==> src/hw/rtl/kecache_pkg.sv <==
// ----------------------------------------------------------------------------
// kecache_pkg
// Shared types and constants for the keyed entry cache.
// ----------------------------------------------------------------------------
package kecache_pkg;

	localparam int CACHE_ENTRIES = 8;
	localparam int HANDLE_BITS   = 16;
	localparam int IDX_BITS      = $clog2(CACHE_ENTRIES);
	localparam int CNT_BITS      = $clog2(CACHE_ENTRIES + 1);
	localparam int QUEUE_DEPTH   = 2;

	localparam logic [1:0] ST_HIT    = 2'd0;
	localparam logic [1:0] ST_MISS   = 2'd1;
	localparam logic [1:0] ST_STORED = 2'd2;

	localparam logic CMD_GET = 1'b0;
	localparam logic CMD_PUT = 1'b1;

	typedef struct packed {
		logic                   command;
		logic [63:0]            peer_tag;
		logic [63:0]            key_tag;
		logic [31:0]            time_stamp;
		logic [15:0]            message_size;
		logic [HANDLE_BITS-1:0] message_handle;
	} req_t;

endpackage

==> src/hw/rtl/kecache_front.sv <==
// ----------------------------------------------------------------------------
// kecache_front
// Accepts request items and buffers them in a short queue for the back end.
// ----------------------------------------------------------------------------
module kecache_front (
	input  logic                        clk,
	input  logic                        arst_n,
	input  logic                        in_valid,
	output logic                        in_ready,
	input  kecache_pkg::req_t           in_req,
	output logic                        q_valid,
	input  logic                        q_ready,
	output kecache_pkg::req_t           q_req
);
	import kecache_pkg::*;

	localparam int PTR_BITS = $clog2(QUEUE_DEPTH);

	req_t                 mem_q [QUEUE_DEPTH];
	logic [PTR_BITS-1:0]  wr_ptr_q;
	logic [PTR_BITS-1:0]  rd_ptr_q;
	logic [PTR_BITS:0]    count_q;
	logic                 push;
	logic                 pop;

	assign in_ready = (count_q != (PTR_BITS+1)'(QUEUE_DEPTH));
	assign q_valid  = (count_q != '0);
	assign q_req    = mem_q[rd_ptr_q];
	assign push     = in_valid && in_ready;
	assign pop      = q_valid && q_ready;

	always_ff @(posedge clk) begin
		if (push) begin
			mem_q[wr_ptr_q] <= in_req;
		end
	end

	always_ff @(posedge clk or negedge arst_n) begin
		if (!arst_n) begin
			wr_ptr_q <= '0;
			rd_ptr_q <= '0;
			count_q  <= '0;
		end else begin
			if (push) wr_ptr_q <= wr_ptr_q + PTR_BITS'(1);
			if (pop)  rd_ptr_q <= rd_ptr_q + PTR_BITS'(1);
			if (push && !pop)      count_q <= count_q + (PTR_BITS+1)'(1);
			else if (pop && !push) count_q <= count_q - (PTR_BITS+1)'(1);
		end
	end

endmodule

==> src/hw/rtl/kecache_back.sv <==
// ----------------------------------------------------------------------------
// kecache_back
// Scans the entries one per cycle and applies a get or put; holds the result.
// ----------------------------------------------------------------------------
module kecache_back (
	input  logic                                   clk,
	input  logic                                   arst_n,
	input  logic                                   q_valid,
	output logic                                   q_ready,
	input  kecache_pkg::req_t                      q_req,
	output logic                                   out_valid,
	input  logic                                   out_ready,
	output logic [1:0]                             status,
	output logic [kecache_pkg::HANDLE_BITS-1:0]    hit_handle,
	output logic                                   released_valid,
	output logic [kecache_pkg::HANDLE_BITS-1:0]    released_handle
);
	import kecache_pkg::*;

	typedef enum logic [3:0] {
		S_IDLE  = 4'b0001,
		S_SCAN  = 4'b0010,
		S_APPLY = 4'b0100,
		S_OUT   = 4'b1000
	} state_t;

	state_t                  state_q;
	req_t                    req_q;
	logic [IDX_BITS-1:0]     idx_q;

	logic                    valid_q  [CACHE_ENTRIES];
	logic [63:0]             peer_q   [CACHE_ENTRIES];
	logic [63:0]             key_q    [CACHE_ENTRIES];
	logic [31:0]             time_q   [CACHE_ENTRIES];
	logic [15:0]             size_q   [CACHE_ENTRIES];
	logic [HANDLE_BITS-1:0]  handle_q [CACHE_ENTRIES];
	logic [IDX_BITS-1:0]     rank_q   [CACHE_ENTRIES];

	// scan results
	logic                    hit_q;
	logic [IDX_BITS-1:0]     hit_idx_q;
	logic                    free_q;
	logic [IDX_BITS-1:0]     free_idx_q;
	logic                    vic_q;
	logic [IDX_BITS-1:0]     vic_idx_q;

	logic                    match;
	logic                    better;

	always_comb begin
		match = valid_q[idx_q] && (peer_q[idx_q] == req_q.peer_tag);
		if (req_q.command == CMD_GET) begin
			match = match && (key_q[idx_q] == req_q.key_tag) &&
				(time_q[idx_q] == req_q.time_stamp) &&
				(size_q[idx_q] == req_q.message_size);
		end
		better = !vic_q || (time_q[idx_q] < time_q[vic_idx_q]) ||
			((time_q[idx_q] == time_q[vic_idx_q]) && (rank_q[idx_q] < rank_q[vic_idx_q]));
	end

	assign q_ready   = (state_q == S_IDLE);
	assign out_valid = (state_q == S_OUT);

	always_ff @(posedge clk) begin
		if (state_q == S_IDLE && q_valid) begin
			req_q <= q_req;
		end
		if (state_q == S_APPLY && req_q.command == CMD_PUT) begin
			if (hit_q) begin
				key_q[hit_idx_q]    <= req_q.key_tag;
				time_q[hit_idx_q]   <= req_q.time_stamp;
				size_q[hit_idx_q]   <= req_q.message_size;
				handle_q[hit_idx_q] <= req_q.message_handle;
			end else if (free_q || req_q.time_stamp > time_q[vic_idx_q]) begin
				for (int i = 0; i < CACHE_ENTRIES; i++) begin
					if (valid_q[i] && (free_q || rank_q[i] < rank_q[vic_idx_q])) begin
						rank_q[i] <= rank_q[i] + IDX_BITS'(1);
					end
				end
				rank_q[free_q ? free_idx_q : vic_idx_q]   <= '0;
				peer_q[free_q ? free_idx_q : vic_idx_q]   <= req_q.peer_tag;
				key_q[free_q ? free_idx_q : vic_idx_q]    <= req_q.key_tag;
				time_q[free_q ? free_idx_q : vic_idx_q]   <= req_q.time_stamp;
				size_q[free_q ? free_idx_q : vic_idx_q]   <= req_q.message_size;
				handle_q[free_q ? free_idx_q : vic_idx_q] <= req_q.message_handle;
			end
		end
		if (state_q == S_APPLY) begin
			if (req_q.command == CMD_GET) begin
				status          <= hit_q ? ST_HIT : ST_MISS;
				hit_handle      <= hit_q ? handle_q[hit_idx_q] : '0;
				released_valid  <= 1'b0;
				released_handle <= '0;
			end else begin
				status         <= ST_STORED;
				hit_handle     <= '0;
				released_valid <= hit_q || !free_q;
				if (hit_q) begin
					released_handle <= handle_q[hit_idx_q];
				end else if (!free_q) begin
					released_handle <= (req_q.time_stamp <= time_q[vic_idx_q]) ?
						req_q.message_handle : handle_q[vic_idx_q];
				end else begin
					released_handle <= '0;
				end
			end
		end
	end

	always_ff @(posedge clk or negedge arst_n) begin
		if (!arst_n) begin
			state_q <= S_IDLE;
			idx_q   <= '0;
			hit_q   <= 1'b0;
			free_q  <= 1'b0;
			vic_q   <= 1'b0;
			hit_idx_q  <= '0;
			free_idx_q <= '0;
			vic_idx_q  <= '0;
			for (int i = 0; i < CACHE_ENTRIES; i++) valid_q[i] <= 1'b0;
		end else begin
			unique case (state_q)
				S_IDLE: begin
					if (q_valid) begin
						state_q <= S_SCAN;
						idx_q   <= '0;
						hit_q   <= 1'b0;
						free_q  <= 1'b0;
						vic_q   <= 1'b0;
					end
				end
				S_SCAN: begin
					if (match && !hit_q) begin
						hit_q     <= 1'b1;
						hit_idx_q <= idx_q;
					end
					if (!valid_q[idx_q] && !free_q) begin
						free_q     <= 1'b1;
						free_idx_q <= idx_q;
					end
					if (valid_q[idx_q] && better) begin
						vic_q     <= 1'b1;
						vic_idx_q <= idx_q;
					end
					if (idx_q == IDX_BITS'(CACHE_ENTRIES - 1)) state_q <= S_APPLY;
					else idx_q <= idx_q + IDX_BITS'(1);
				end
				S_APPLY: begin
					if (req_q.command == CMD_PUT && !hit_q && free_q) begin
						valid_q[free_idx_q] <= 1'b1;
					end
					state_q <= S_OUT;
				end
				S_OUT: begin
					if (out_ready) state_q <= S_IDLE;
				end
				default: state_q <= S_IDLE;
			endcase
		end
	end

endmodule

==> src/hw/rtl/keyed_entry_cache_min_time_evict.sv <==
// ----------------------------------------------------------------------------
// keyed_entry_cache_min_time_evict
// Eight-entry peer-keyed cache with minimum-time eviction.
// ----------------------------------------------------------------------------
// Usage:
//   Request channel (in_valid/in_ready) carries one item: a get (command 0)
//   or a put (command 1) with peer, key, time, size and handle fields.
//   Result channel (out_valid/out_ready) returns exactly one item per request:
//   status, hit handle, and the handle released by a put, if any.
//   The front end queues up to two requests so the sender can keep going
//   while the back end works. The back end scans one entry per cycle:
//   out_valid rises once an accepted item has passed the scan of all
//   CACHE_ENTRIES entries and the apply step, and the back end takes the
//   next request only after the receiver has taken the result.
//   That scan through the entry registers bounds how fast requests complete.
//   Reset (arst_n low) empties the cache and the request queue.
//   A stalled receiver holds the result; the back end waits and the queue
//   fills, after which in_ready drops.
// ----------------------------------------------------------------------------
module keyed_entry_cache_min_time_evict (
	input  logic                                clk,
	input  logic                                arst_n,
	input  logic                                in_valid,
	output logic                                in_ready,
	input  logic                                command,
	input  logic [63:0]                         peer_tag,
	input  logic [63:0]                         key_tag,
	input  logic [31:0]                         time_stamp,
	input  logic [15:0]                         message_size,
	input  logic [kecache_pkg::HANDLE_BITS-1:0] message_handle,
	output logic                                out_valid,
	input  logic                                out_ready,
	output logic [1:0]                          status,
	output logic [kecache_pkg::HANDLE_BITS-1:0] hit_handle,
	output logic                                released_valid,
	output logic [kecache_pkg::HANDLE_BITS-1:0] released_handle
);
	import kecache_pkg::*;

	req_t in_req;
	req_t q_req;
	logic q_valid;
	logic q_ready;

	assign in_req = '{command: command, peer_tag: peer_tag, key_tag: key_tag,
		time_stamp: time_stamp, message_size: message_size,
		message_handle: message_handle};

	// front: accept and buffer requests
	kecache_front u_front (
		.clk      (clk),
		.arst_n   (arst_n),
		.in_valid (in_valid),
		.in_ready (in_ready),
		.in_req   (in_req),
		.q_valid  (q_valid),
		.q_ready  (q_ready),
		.q_req    (q_req)
	);

	// back: scan entries, update the cache, hold the result
	kecache_back u_back (
		.clk             (clk),
		.arst_n          (arst_n),
		.q_valid         (q_valid),
		.q_ready         (q_ready),
		.q_req           (q_req),
		.out_valid       (out_valid),
		.out_ready       (out_ready),
		.status          (status),
		.hit_handle      (hit_handle),
		.released_valid  (released_valid),
		.released_handle (released_handle)
	);

endmodule
==> config.mk <==
export PLATFORM = sky130hd
export DESIGN_NAME = keyed_entry_cache_min_time_evict
export DESIGN_NICKNAME = d
export VERILOG_FILES = /design/src/hw/rtl/kecache_pkg.sv /design/src/hw/rtl/kecache_front.sv /design/src/hw/rtl/kecache_back.sv /design/src/hw/rtl/keyed_entry_cache_min_time_evict.sv
export SDC_FILE = /design/constraint.sdc
export NUM_CORES = 2
export LEC_CHECK = 0
export BUFFER_PORTS_ARGS = -buffer_cell sky130_fd_sc_hd__buf_2
export CAP_MARGIN = 20
export CORE_MARGIN = 2
export CORE_UTILIZATION = 47
export DETAILED_ROUTE_END_ITERATION = 7
export HOLD_SLACK_MARGIN = 0.1
export MAX_ROUTING_LAYER = met4
export PLACE_DENSITY = 0.7
export SLEW_MARGIN = 40
export SYNTH_ARGS = -nofsm -noshare
export SYNTH_HDL_FRONTEND = slang
export SYNTH_SLANG_ARGS = --single-unit
==> constraint.sdc <==
create_clock -name clk -period 19.54 [get_ports clk]
set_clock_uncertainty 0.1 [all_clocks]
set_input_delay 3.908 -clock clk [delete_from_list [all_inputs] [get_ports clk]]
set_output_delay 3.908 -clock clk [all_outputs]
set_load 0.01 [all_outputs]
==> impl_metrics.csv <==
group,metric,value,unit
global_route,antenna_found_initial,14,
cts,post_cts_buffers,0,
routing,routed_wl,188000,um
worst_setup_path,cp-startpoint,"u_back.vic_idx_q[0]$_DFFE_PN0P_",
synth,synthFlopType,"edfxtp_1",
timing,post-route-period-util,0.387,
run_status,status,"finished, violations left",
global_route,track_usage,0.200,
global_route,overflow,0,
floorplan,fp.dieW,439,um
worst_setup_path,cp_cell_sequence,"buf_4 -> mux4_2 -> mux2i_1 -> ha_1 -> nor2b_1 -> o21a_1 -> o21ai_0 -> a21oi_1 -> o31a_1 -> o21a_1 -> o311ai_2 -> buf_4 -> mux2_2 -> nor2_4 -> buf_6 -> buf_6",
job,max-cap-violations,0,
global_route,grt_pass1_vias,43400,
floorplan,dieHeight,439,um
floorplan,rows,159,
synth,synth_nets,4483,
worst_setup_path,reg2regPathDepth,16,
cts,clock-sinks,2205,
routing,routed_via_density,5.81,
routing,drtPass1Iterations,8,
routing,wl_per_cell,26.0,um
worst_setup_path,critPathSlowestCell,"dfrtp_4",
hold_path,hp-class,"reg -> reg",
timing,finalSetupTns,0,ns
synth,synthCells,4193,
worst_setup_path,cpLargestDelayFamily,"buffers and inverters",
global_route,grt_pass1_wl,280000,um
worst_setup_path,cp_max_fo,58,
hold_path,hold_path_end,"u_back.rank_q[0][2]$_SDFFE_PP0P_",
synth,yosys_warnings,0,
routing,drc,30,
power_and_ir_drop,power.total,0.0142,W
hold_path,min_from,"u_back.rank_q[0][2]$_SDFFE_PP0P_",
synth,synthArstFlopShare,0.0141,
cts,htree_levels,4,
placed_design,portBuffers,233,
cts,cts.repair.resized,0,
global_route,grt_max_degree,109,
cts,cts_root_buf,"clkbuf_16",
synth,avgSynthCellArea,21.2,um2
worst_setup_path,path_class,"reg -> reg",
timing,worst_pin_slew,0.922,ns
run_status,violations,"DRC",
timing,final_hold_viol_count,0,
synth,synth_cell_type_count,73,
cts,numCtsBuffers,214,
floorplan,boundaryPins,234,
placed_design,gp_congestion,0.825,
cts,clock_tree.buffer_depth,3,
worst_setup_path,cp.depth,16,
timing,setup_viol,0,
worst_setup_path,critPathBufInv,4,
worst_setup_path,critPathLaunchType,"flip-flop",
timing,fmax,0.132,GHz
synth,synth.ff_latch_count,2205,
floorplan,die_area,193000,um2
worst_setup_path,critPathMaxStageDelay,0.86,ns
final_layout,area_growth,13.1,%
final_layout,fin_nets,4822,
final_layout,fillers,14200,
worst_setup_path,worstReg2RegEnd,"u_back.time_q[4][6]$_DFFE_PP_",
hold_path,worstHoldPathCells,2,
power_and_ir_drop,powerDensity,141,nW/um2
worst_setup_path,reg2reg_from,"u_back.vic_idx_q[0]$_DFFE_PN0P_",
routing,vias,42000,
synth,synth_edf_count,2150,
worst_setup_path,crit_arrival,7.93,ns
cts,cts_hold_buf,0,
timing,slew_headroom,0.380,
power_and_ir_drop,vdd_ir_drop_max,0.000110,V
final_layout,final_layout_size_suffix_gt1_frac,0.293,
timing,grt_setup_unrepaired,"no",
timing,layout_min_cycle_time,7.57,ns
timing,slew_violations,0,
synth,seq_area_frac_synth,0.741,
cts,clk_pin_slew,0.06,ns
worst_setup_path,cp-end-kind,"flip-flop",
cts,clk_latency,0.87,ns
floorplan,initial_core_util,0.473,
worst_setup_path,reg2reg_slack,11.97,ns
synth,synth.cell_area,88900,um2
routing,postRouteAntennaNets,0,
cts,cts_tree,"built",
worst_setup_path,cp.required,19.90,ns
power_and_ir_drop,leakage,32.4,nW
routing,drt_iter0_drc,4153,
floorplan,core,188000,um2
placed_design,dpl.hpwl,109000,um
==> metal layers <==
layer | GRT usage | wire [um] | vias up | share of wire
li1 | - | - | 18100 | -
met1 | 0.274 | 80400 | 22200 | 0.43
met2 | 0.314 | 91600 | 1329 | 0.49
met3 | 0.0341 | 11300 | 295 | 0.060
met4 | 0.0540 | 4380 | 0 | 0.023
met5 | - | 0 | - | 0
==> synth_stat cells (16+ instances only) <==
library cell	number	area, um2
mux4_1	52	1370
inv_1	18	67.6
nand2_1	77	289
mux2_2	278	3130
a21oi_1	50	250
mux4_2	410	9230
dfrtp_1	30	751
o21ai_0	55	275
nor3_1	18	90.1
a21o_1	24	180
clkbuf_1	61	229
dfxtp_1	24	480
buf_1	26	97.6
xnor2_1	80	701
nand2b_1	16	100
edfxtp_1	2150	64600
buf_4	17	128
nor4_1	27	169
nor2_1	68	255
a21boi_0	18	135
a22oi_1	20	150
xor2_1	89	780
mux2i_1	200	2000
nand4_1	44	275
buf_2	48	240
buf_6	24	270
ha_1	93	1160
==> tightest hold or removal path: stages, from the launching register on <==
cell     delay, ns
dfxtp_1       0.35
o21ai_0       0.09
nand2_1       0.05
==> per-stage QoR <==
stage               cell area (um2)   util  std cells  hold slack, ns  worst slack (ns)
global placement              92700  0.494       6797           0.395             11.50
CTS                          100000  0.535       7207           0.429             11.91
finish                       101000  0.535       7218           0.431             11.97
detailed placement            93100  0.496       6809           0.416             11.96
floorplan                     88900      -       4193           0.328              5.35
global route                 101000  0.535       7217           0.443             11.52
==> cell families (layout without fill, tap and decap cells) <==
family,Yosys count,in the layout,synth area share
xor+xnor,169,169,0.0167
buf+inv,213,734,0.0147
other cells,0,9,0
compound gates,259,259,0.0196
mux,940,940,0.177
fa+ha+maj,93,93,0.0131
simple gates,314,314,0.0181
flops,2205,2205,0.741
==> report_power, final <==
| part | total, W | internal (W) | switching [W] | leakage, nW |
|---|---|---|---|---|
| clock | 0.00423 | 0.00246 | 0.00176 | 3.52 |
| combinational | 0.00311 | 0.00140 | 0.00170 | 8.71 |
| sequential | 0.00687 | 0.00619 | 0.000681 | 20.1 |
| total | 0.0142 | 0.0101 | 0.00415 | 32.4 |
==> worst max path at each step <==
stage | to | slack [ns]
after detailed placement | u_back.key_q[4][9]$_DFFE_PP_ | 11.96
after floorplan | u_back.handle_q[3][0]$_DFFE_PP_ | 5.35
after global placement | u_back.key_q[4][32]$_DFFE_PP_ | 11.50
final | u_back.time_q[4][6]$_DFFE_PP_ | 11.97
after global routing | u_back.time_q[4][6]$_DFFE_PP_ | 11.52
after CTS | u_back.time_q[4][6]$_DFFE_PP_ | 11.91
==> layout make-up <==
type	instances	area, um2	share of cell area
antenna	9	22.5	0.000224
clock inverter	133	1640	0.0163
multi-input combinational	1775	21900	0.218
tap	2495	3120	0.0311
inverter	20	93.8	0.000934
timing repair buffer	316	2210	0.0219
clock buffer	265	5660	0.0563
sequential	2205	65900	0.655
==> flip-flops by register name (all words and copies together), names as in the netlist <==
register,count
u_back.peer_q,512
u_back.size_q,128
u_back.free_q,1
u_back.idx_q,3
u_front.mem_q,386
u_back.vic_q,1
u_back.req_q,193
u_back.released_valid,1
u_back.handle_q,128
u_back.time_q,256
u_back.valid_q,8
u_back.rank_q,24
u_back.hit_q,1
u_back.hit_idx_q,3
u_front.count_q,2
u_front.rd_ptr_q,1
u_front.wr_ptr_q,1
u_back.status,2
u_back.vic_idx_q,3
u_back.released_handle,16
u_back.state_q,4
u_back.key_q,512
u_back.free_idx_q,3
u_back.hit_handle,16
==> cells in the final DEF, fill, tap and decap left out, types with 26 or more instances in the layout <==
cell / n
clkinv_1: 37
edfxtp_1: 2150
nand2_1: 77
buf_4: 44
mux2_2: 278
xor2_1: 88
ha_1: 93
nand4_1: 44
o21ai_0: 55
buf_2: 232
clkbuf_1: 44
clkinv_2: 36
nor4_1: 26
clkbuf_16: 218
mux2i_1: 199
nor2_1: 58
xnor2_1: 80
a21oi_1: 50
mux4_1: 52
mux4_2: 410
bufinv_16: 30
(Power assumes the default switching activity.)
